--- config.mk ---
export PLATFORM = sky130hd
export DESIGN_NAME = insertion_sorter_unit_flat
export DESIGN_NICKNAME = d
export VERILOG_FILES = /design/src/hw/rtl/insr_pkg.sv /design/src/hw/rtl/insr_key_if.sv /design/src/hw/rtl/insr_sorted_if.sv /design/src/hw/rtl/insr_cell.sv /design/src/hw/rtl/insertion_sorter_unit.sv /design/src/flat_wrapper.sv
export SDC_FILE = /design/constraint.sdc
export NUM_CORES = 2
export LEC_CHECK = 0
export ABC_AREA = 1
export BUFFER_PORTS_ARGS = -buffer_cell sky130_fd_sc_hd__buf_4
export CORE_UTILIZATION = 35
export DETAILED_ROUTE_END_ITERATION = 8
export SKIP_CTS_REPAIR_TIMING = 1
export SLEW_MARGIN = 20
export SYNTH_ARGS = -nofsm -noshare
export SYNTH_HDL_FRONTEND = slang
export SYNTH_HIERARCHICAL = 1
export SYNTH_SLANG_ARGS = --single-unit
--- constraint.sdc ---
create_clock -name clk -period 8.1 [get_ports clk]
set_clock_uncertainty 0.2 [all_clocks]
set_input_delay 1.215 -clock clk [delete_from_list [all_inputs] [get_ports clk]]
set_output_delay 1.215 -clock clk [all_outputs]
set_load 0.02 [all_outputs]
--- src/hw/rtl/insr_pkg.sv ---
`default_nettype none
package insr_pkg;

  // Field widths fixed by the item formats
  localparam int KEY_W   = 32;
  localparam int RANK_W  = 6;
  localparam int CFG_IDX_W  = 1;
  localparam int CFG_DATA_W = 1;

  // Default store depth
  localparam int DEPTH_DEF = 16;

  // Configuration register indexes
  localparam logic [CFG_IDX_W-1:0] CFG_ORDER_DESCENDING = 1'b0;
  localparam logic [CFG_IDX_W-1:0] CFG_KEYS_SIGNED      = 1'b1;

  // Control broadcast to every cell of the chain
  typedef struct packed {
    logic ins_en;     // insert the broadcast key this cycle
    logic drain_en;   // shift the whole chain one place towards cell 0
    logic desc;       // descending order
    logic sgn;        // two's complement comparison
  } insr_ctrl_t;

endpackage
`default_nettype wire

--- src/hw/rtl/insr_key_if.sv ---
`default_nettype none
interface insr_key_if;
  logic        valid;
  logic        ready;
  logic [31:0] key_value;
  logic        last_key;

  modport source (output valid, output key_value, output last_key, input ready);
  modport sink   (input valid, input key_value, input last_key, output ready);
endinterface
`default_nettype wire

--- src/hw/rtl/insr_sorted_if.sv ---
`default_nettype none
interface insr_sorted_if;
  logic        valid;
  logic        ready;
  logic [31:0] sorted_value;
  logic [5:0]  rank;
  logic        run_end;
  logic        overflowed;

  modport source (output valid, output sorted_value, output rank, output run_end,
                  output overflowed, input ready);
  modport sink   (input valid, input sorted_value, input rank, input run_end,
                  input overflowed, output ready);
endinterface
`default_nettype wire

--- src/hw/rtl/insr_cell.sv ---
`default_nettype none
module insr_cell (
  input  wire                        clk,
  input  wire                        rst,
  input  wire  insr_pkg::insr_ctrl_t ctrl,
  input  wire  [insr_pkg::KEY_W-1:0] ins_key,
  input  wire  [insr_pkg::KEY_W-1:0] lower_key,
  input  wire                        lower_valid,
  input  wire                        lower_shift,
  input  wire  [insr_pkg::KEY_W-1:0] upper_key,
  input  wire                        upper_valid,
  input  wire                        upper_chain,
  output logic [insr_pkg::KEY_W-1:0] key,
  output logic                       valid,
  output logic                       shift,
  output logic                       chain
);
  import insr_pkg::*;

  logic [KEY_W-1:0] x;
  logic [KEY_W-1:0] y;
  logic             precedes;
  logic             first_empty;
  logic             wr;

  // Compare the broadcast key against the held key; flip sign bits for signed order
  always_comb begin
    x = ins_key;
    y = key;
    if (ctrl.sgn) begin
      x[KEY_W-1] = ~x[KEY_W-1];
      y[KEY_W-1] = ~y[KEY_W-1];
    end
    precedes = ctrl.desc ? (x > y) : (x < y);
  end

  // Held entry moves up when the key precedes it and every entry above moves too
  assign shift       = valid && precedes && upper_chain;
  assign chain       = !valid || shift;
  assign first_empty = !valid && lower_valid;
  assign wr          = ctrl.ins_en && (shift || first_empty);

  // Hold, take the key or the lower neighbour's entry, or drain downwards
  always_ff @(posedge clk) begin
    if (rst) begin
      valid <= 1'b0;
    end else if (ctrl.drain_en) begin
      valid <= upper_valid;
    end else if (wr) begin
      valid <= 1'b1;
    end
  end

  always_ff @(posedge clk) begin
    if (ctrl.drain_en) begin
      key <= upper_key;
    end else if (wr) begin
      key <= lower_shift ? lower_key : ins_key;
    end
  end

endmodule
`default_nettype wire

--- src/hw/rtl/insertion_sorter_unit.sv ---
`default_nettype none
// Streaming insertion sorter. Each accepted item inserts its key into a row of
// DEPTH compare-and-shift cells in parallel, so keys are taken one per cycle
// outside a drain. An item marked last_key is inserted the same way, and the
// sorted set then leaves through the output register at one item per cycle
// unless the output stalls, cell 0 first, while the whole row shifts down; no
// key is accepted during that drain. Keys arriving with the row full are
// dropped and every item of that run carries overflowed.
// Equal keys keep their arrival order. Registers: index 0 order_descending,
// index 1 keys_signed (reset 1); write them only while the block is idle.
module insertion_sorter_unit #(
  parameter int DEPTH = insr_pkg::DEPTH_DEF
) (
  input  wire                             clk,
  input  wire                             rst,
  insr_key_if.sink                        key_in,
  insr_sorted_if.source                   sorted_out,
  input  wire                             cfg_we,
  input  wire  [insr_pkg::CFG_IDX_W-1:0]  cfg_index,
  input  wire  [insr_pkg::CFG_DATA_W-1:0] cfg_data
);
  import insr_pkg::*;

  logic             order_descending;
  logic             keys_signed;
  logic             draining;
  logic             dropped_flag;
  logic [RANK_W-1:0] rank_cnt;

  logic [KEY_W-1:0] cell_key   [DEPTH];
  logic [DEPTH-1:0] cell_valid;
  logic [DEPTH-1:0] cell_shift;
  logic [DEPTH-1:0] cell_chain;

  insr_ctrl_t ctrl;
  logic       accept;
  logic       full;
  logic       load;
  logic       final_load;

  assign full       = cell_valid[DEPTH-1];
  assign key_in.ready = !draining;
  assign accept     = key_in.valid && key_in.ready;
  assign load       = draining && (!sorted_out.valid || sorted_out.ready);
  assign final_load = load && !cell_valid[1];

  assign ctrl.ins_en   = accept && !full;
  assign ctrl.drain_en = load;
  assign ctrl.desc     = order_descending;
  assign ctrl.sgn      = keys_signed;

  // Row of cells; each talks only to its neighbours
  for (genvar i = 0; i < DEPTH; i++) begin : g_cell
    logic [KEY_W-1:0] lo_key;
    logic             lo_valid;
    logic             lo_shift;
    logic [KEY_W-1:0] up_key;
    logic             up_valid;
    logic             up_chain;

    if (i == 0) begin : g_bottom
      assign lo_key   = '0;
      assign lo_valid = 1'b1;
      assign lo_shift = 1'b0;
    end else begin : g_lower
      assign lo_key   = cell_key[i-1];
      assign lo_valid = cell_valid[i-1];
      assign lo_shift = cell_shift[i-1];
    end

    if (i == DEPTH-1) begin : g_top
      assign up_key   = '0;
      assign up_valid = 1'b0;
      assign up_chain = 1'b1;
    end else begin : g_upper
      assign up_key   = cell_key[i+1];
      assign up_valid = cell_valid[i+1];
      assign up_chain = cell_chain[i+1];
    end

    insr_cell u_cell (
      .clk         (clk),
      .rst         (rst),
      .ctrl        (ctrl),
      .ins_key     (key_in.key_value),
      .lower_key   (lo_key),
      .lower_valid (lo_valid),
      .lower_shift (lo_shift),
      .upper_key   (up_key),
      .upper_valid (up_valid),
      .upper_chain (up_chain),
      .key         (cell_key[i]),
      .valid       (cell_valid[i]),
      .shift       (cell_shift[i]),
      .chain       (cell_chain[i])
    );
  end

  // Configuration registers
  always_ff @(posedge clk) begin
    if (rst) begin
      order_descending <= 1'b0;
      keys_signed      <= 1'b1;
    end else if (cfg_we) begin
      unique case (cfg_index)
        CFG_ORDER_DESCENDING: order_descending <= cfg_data[0];
        CFG_KEYS_SIGNED:      keys_signed      <= cfg_data[0];
        default: ;
      endcase
    end
  end

  // Run control: start the drain on a last item, flag drops, count ranks
  always_ff @(posedge clk) begin
    if (rst) begin
      draining     <= 1'b0;
      dropped_flag <= 1'b0;
      rank_cnt     <= '0;
    end else begin
      if (accept && key_in.last_key) begin
        draining <= 1'b1;
      end else if (final_load) begin
        draining <= 1'b0;
      end

      if (accept && full) begin
        dropped_flag <= 1'b1;
      end else if (final_load) begin
        dropped_flag <= 1'b0;
      end

      if (final_load) begin
        rank_cnt <= '0;
      end else if (load) begin
        rank_cnt <= rank_cnt + 1'b1;
      end
    end
  end

  // Output register: load cell 0 while draining, drop once taken
  always_ff @(posedge clk) begin
    if (rst) begin
      sorted_out.valid <= 1'b0;
    end else if (load) begin
      sorted_out.valid <= 1'b1;
    end else if (sorted_out.ready) begin
      sorted_out.valid <= 1'b0;
    end
  end

  always_ff @(posedge clk) begin
    if (load) begin
      sorted_out.sorted_value <= cell_key[0];
      sorted_out.rank         <= rank_cnt;
      sorted_out.run_end      <= !cell_valid[1];
      sorted_out.overflowed   <= dropped_flag;
    end
  end

`ifndef SYNTHESIS
  // Occupied cells always form an unbroken run from cell 0
  a_valid_contiguous: assert property (@(posedge clk) disable iff (rst)
    (cell_valid & (cell_valid + 1'b1)) == '0)
    else $error("cell occupancy not contiguous");

  // A drain always has at least one stored key to emit
  a_drain_nonempty: assert property (@(posedge clk) disable iff (rst)
    draining |-> cell_valid[0])
    else $error("draining with empty row");

  // The final item of a run leaves the row empty
  a_run_end_empties: assert property (@(posedge clk) disable iff (rst)
    final_load |=> (cell_valid == '0) && !draining && !dropped_flag)
    else $error("row not empty after run end");
`endif

endmodule
`default_nettype wire
--- src/flat_wrapper.sv ---
// flat-port wrapper written by rule: the top's interface ports become plain ports
module insertion_sorter_unit_flat import insr_pkg::*;
#(
  parameter int DEPTH = insr_pkg::DEPTH_DEF
)
  (clk, rst, cfg_we, cfg_index, cfg_data, key_in_valid, key_in_key_value, key_in_last_key, key_in_ready, sorted_out_valid, sorted_out_sorted_value, sorted_out_rank, sorted_out_run_end, sorted_out_overflowed, sorted_out_ready);
  insr_key_if key_in_i ();
  insr_sorted_if sorted_out_i ();
  input  wire clk;
  input  wire rst;
  input  wire cfg_we;
  input  wire  [insr_pkg::CFG_IDX_W-1:0] cfg_index;
  input  wire  [insr_pkg::CFG_DATA_W-1:0] cfg_data;
  input wire logic [$bits(key_in_i.valid)-1:0] key_in_valid;
  input wire logic [$bits(key_in_i.key_value)-1:0] key_in_key_value;
  input wire logic [$bits(key_in_i.last_key)-1:0] key_in_last_key;
  output wire logic [$bits(key_in_i.ready)-1:0] key_in_ready;
  output wire logic [$bits(sorted_out_i.valid)-1:0] sorted_out_valid;
  output wire logic [$bits(sorted_out_i.sorted_value)-1:0] sorted_out_sorted_value;
  output wire logic [$bits(sorted_out_i.rank)-1:0] sorted_out_rank;
  output wire logic [$bits(sorted_out_i.run_end)-1:0] sorted_out_run_end;
  output wire logic [$bits(sorted_out_i.overflowed)-1:0] sorted_out_overflowed;
  input wire logic [$bits(sorted_out_i.ready)-1:0] sorted_out_ready;
  assign key_in_i.valid = key_in_valid;
  assign key_in_i.key_value = key_in_key_value;
  assign key_in_i.last_key = key_in_last_key;
  assign key_in_ready = key_in_i.ready;
  assign sorted_out_valid = sorted_out_i.valid;
  assign sorted_out_sorted_value = sorted_out_i.sorted_value;
  assign sorted_out_rank = sorted_out_i.rank;
  assign sorted_out_run_end = sorted_out_i.run_end;
  assign sorted_out_overflowed = sorted_out_i.overflowed;
  assign sorted_out_i.ready = sorted_out_ready;
  insertion_sorter_unit #(.DEPTH(DEPTH)) u_core (.clk(clk), .rst(rst), .key_in(key_in_i), .sorted_out(sorted_out_i), .cfg_we(cfg_we), .cfg_index(cfg_index), .cfg_data(cfg_data));
endmodule
==> report_table.html <==
<table>
<tr><th>Metric</th><th>Value</th></tr>
<tr><th colspan="2">Critical path</th></tr>
<tr><td>Crit path arrival time</td><td>7280 ps</td></tr>
<tr><td>Crit. End Element</td><td>flip-flop</td></tr>
<tr><td>Reg2Reg Capture Point</td><td>u_core/g_cell[0].u_cell/key[26]</td></tr>
<tr><td>Number of cell instances on the worst register-to-register path</td><td>75</td></tr>
<tr><td>Endpoint of the most critical setup path</td><td>u_core/g_cell[0].u_cell/key[26]</td></tr>
<tr><td>CP max FO</td><td>32</td></tr>
<tr><td>Flop-to-flop setup slack</td><td>1070 ps</td></tr>
<tr><td>Element type at the critical path start</td><td>input pin</td></tr>
<tr><td>Worst Path Required</td><td>8210 ps</td></tr>
<tr><td>Longest individual stage delay on the worst path</td><td>320 ps</td></tr>
<tr><td>Critical path's most frequent cell</td><td>sky130_fd_sc_hd__nand2_1</td></tr>
<tr><td>Launch point of the worst path</td><td>key_in_key_value[11]</td></tr>
<tr><td>Crit Path Class</td><td>input pin to flip-flop</td></tr>
<tr><td>Slowest cell on crit path</td><td>sky130_fd_sc_hd__ha_1</td></tr>
<tr><td>Crit Reg-Reg Startpoint</td><td>u_core/g_cell[15].u_cell/key[11]</td></tr>
<tr><th colspan="2">Die</th></tr>
<tr><td>Number of placed I/O pins</td><td>82</td></tr>
<tr><td>Die Y</td><td>352.6 microns</td></tr>
<tr><td>Std cell rows</td><td>128</td></tr>
<tr><td>Starting utilization of the core area</td><td>35.29%</td></tr>
<tr><td>Area of the core</td><td>121900 sq um</td></tr>
<tr><td>Die outline area</td><td>124300 sq um</td></tr>
<tr><td>Width of the die</td><td>352.6 microns</td></tr>
<tr><th colspan="2">Final layout</th></tr>
<tr><td>Commonest cells after routing, fill and taps aside</td><td>1308 x sky130_fd_sc_hd__nand2_1, 1208 x sky130_fd_sc_hd__a21oi_1, 728 x sky130_fd_sc_hd__inv_1</td></tr>
<tr><td>Signed area change from the synthesized netlist to the final layout</td><td>12.54%</td></tr>
<tr><td>Final layout net count</td><td>6320</td></tr>
<tr><td>Ratio of cells with drive above 1 in the final layout</td><td>8.185%</td></tr>
<tr><td>Final core utilization</td><td>39.72%</td></tr>
<tr><td>Most common cell after layout, fill and taps aside</td><td>sky130_fd_sc_hd__nand2_1</td></tr>
<tr><th colspan="2">Timing</th></tr>
<tr><td>Headroom to the max-slew limit</td><td>27.99%</td></tr>
<tr><td>Number of pins with negative max-slew slack in the final report</td><td>0</td></tr>
<tr><td>Fin Setup TNS</td><td>0 ps</td></tr>
<tr><td>Fraction of the cycle the final worst path needs</td><td>88.58%</td></tr>
<tr><td>Unrepaired setup endpoints after global routing</td><td>false</td></tr>
<tr><td>Max Clk Rate</td><td>139.4 MHz</td></tr>
<tr><td>Total setup violations reported at the end of the flow</td><td>0</td></tr>
<tr><td>Shortest clock period the worst path allows after layout</td><td>7175 ps</td></tr>
<tr><td>Worst-margin pin slew</td><td>1079 ps</td></tr>
<tr><td>Slack of the critical path</td><td>924.9 ps</td></tr>
<tr><td>Number of hold violations in the final report</td><td>0</td></tr>
<tr><th colspan="2">Global route</th></tr>
<tr><td>Overall track demand over capacity in global routing</td><td>19.35%</td></tr>
<tr><td>Pin count of the biggest net entering global routing</td><td>121</td></tr>
<tr><td>Number of global-route vias before repair</td><td>35840</td></tr>
<tr><td>First-pass GRT wire length</td><td>196600 microns</td></tr>
<tr><td>Initial antenna violation count</td><td>15</td></tr>
<tr><td>Total global routing overflow</td><td>0</td></tr>
<tr><th colspan="2">Route</th></tr>
<tr><td>Number of nets still failing antenna checks after routing</td><td>0</td></tr>
<tr><td>Via density per instance</td><td>5.042</td></tr>
<tr><td>Violation count after the first detailed-routing iteration</td><td>3343</td></tr>
<tr><td>Vias</td><td>37650</td></tr>
<tr><td>Drt wl/cell</td><td>16.52 microns</td></tr>
<tr><td>DRC Markers</td><td>0</td></tr>
<tr><td>Total Wirelength</td><td>123400 microns</td></tr>
<tr><td>Pre-antenna DRT Iters</td><td>6</td></tr>
<tr><th colspan="2">Place</th></tr>
<tr><td>RD Place Congestion</td><td>0.8466</td></tr>
<tr><td>Input/output buffers</td><td>81</td></tr>
<tr><td>Post-place setup slack</td><td>407.6 ps</td></tr>
<tr><td>Detailed Place HPWL</td><td>92250 microns</td></tr>
<tr><th colspan="2">Clocking</th></tr>
<tr><td>Clock tree from TritonCTS</td><td>done</td></tr>
<tr><td>Bufs on Longest Clock Path</td><td>3</td></tr>
<tr><td>Max H-tree Level</td><td>3</td></tr>
<tr><td>Clock Latency Late Sink</td><td>630 ps</td></tr>
<tr><td>Clock transition at the registers of the reported paths</td><td>50 ps</td></tr>
<tr><td>Total clock buffers created by CTS</td><td>73</td></tr>
<tr><td>Root Buffer Master</td><td>sky130_fd_sc_hd__clkbuf_16</td></tr>
<tr><td>Sink count of the clock tree</td><td>579</td></tr>
<tr><th colspan="2">Yosys</th></tr>
<tr><td>Number of warnings printed during yosys synthesis</td><td>6</td></tr>
<tr><td>Synthesized netlist cell count</td><td>5679</td></tr>
<tr><td>Syn Std Cell Area</td><td>43010 sq um</td></tr>
<tr><td>Avg Cell Area, Syn</td><td>7.574 sq um</td></tr>
<tr><th colspan="2">Power</th></tr>
<tr><td>Peak VDD IR</td><td>0.1287 mV</td></tr>
<tr><td>Areal power density over the cells</td><td>209.7 nW/um^2</td></tr>
<tr><td>Overall power</td><td>10150 uW</td></tr>
<tr><td>LEAKAGE</td><td>0.02343 uW</td></tr>
<tr><th colspan="2">Run status</th></tr>
<tr><td>Result of the run</td><td>finished clean</td></tr>
<tr><th colspan="2">Flow run</th></tr>
<tr><td>Maximum capacitance violations</td><td>0</td></tr>
<tr><th colspan="2">Hold path</th></tr>
<tr><td>Type of the worst min-delay path</td><td>flip-flop to flip-flop</td></tr>
<tr><td>Cell depth of the worst min-delay path</td><td>0</td></tr>
</table>
registers in the layout, indices dropped and copies added, names as in the netlist:
register and cells:
u_core/g_cell.u_cell/valid 16, u_core/sorted_out.run_end 1, u_core/sorted_out.overflowed 1, u_core/g_cell.u_cell/key 512
u_core/keys_signed 1, u_core/rank_cnt 6, u_core/sorted_out.rank 6, u_core/draining 1
u_core/sorted_out.valid 1, u_core/dropped_flag 1, u_core/order_descending 1, u_core/sorted_out.sorted_value 32
worst max-delay path, delay by kind of cell:
family | cells | cell delay [ps]
AO/OA/AOI/OAI | 2 | 310
adder cells (fa/ha/maj) | 1 | 320
buffers and inverters | 18 | 1590
AND/OR/NAND/NOR | 54 | 3830
routing by layer:
layer  vias up  part of all wire (%)  track usage, %
li1      18870                     -               -
met1     17580                    47           27.84
met2      1062                    44           30.66
met3       144                   6.6           2.660
met4         6                   1.8           4.200
met5         -                 0.027               0
how the worst min path moves through the flow:
stage,start,to,slack (ps)
CTS,u_core/dropped_flag,u_core/sorted_out.overflowed,240
global route,u_core/dropped_flag,u_core/sorted_out.overflowed,250
detailed placement,u_core/dropped_flag,u_core/sorted_out.overflowed,230
global placement,u_core/dropped_flag,u_core/sorted_out.overflowed,230
finish,u_core/dropped_flag,u_core/sorted_out.overflowed,240
floorplan,u_core/dropped_flag,u_core/sorted_out.overflowed,210
power by group:
part / internal (uW) / switching [uW] / total, uW
clock: 2030 / 1330 / 3360
sequential: 3860 / 349 / 4210
combinational: 902 / 1690 / 2590
metrics by stage:
stage          instances  area [sq um]  hold WS, ps
2_1_floorplan       5745         43260        209.1
3_3_place_gp        7333         45970        231.2
3_5_place_dp        7333         45970        232.4
4_1_cts             7465         48400        242.0
5_1_grt             7465         48400        249.0
6_report            7468         48410        238.0
cell type report:
cell class / count / area (sq um)
fillers: 12380 / 73470
multi-input cells: 4115 / 22210
flip-flops and latches: 579 / 17120
inverters: 827 / 3104
clock buffers: 106 / 2146
well taps: 1625 / 2033
repair buffers: 187 / 1504
clock inverters: 26 / 286.5
diodes: 3 / 7.507
(Power assumes the default switching activity.)
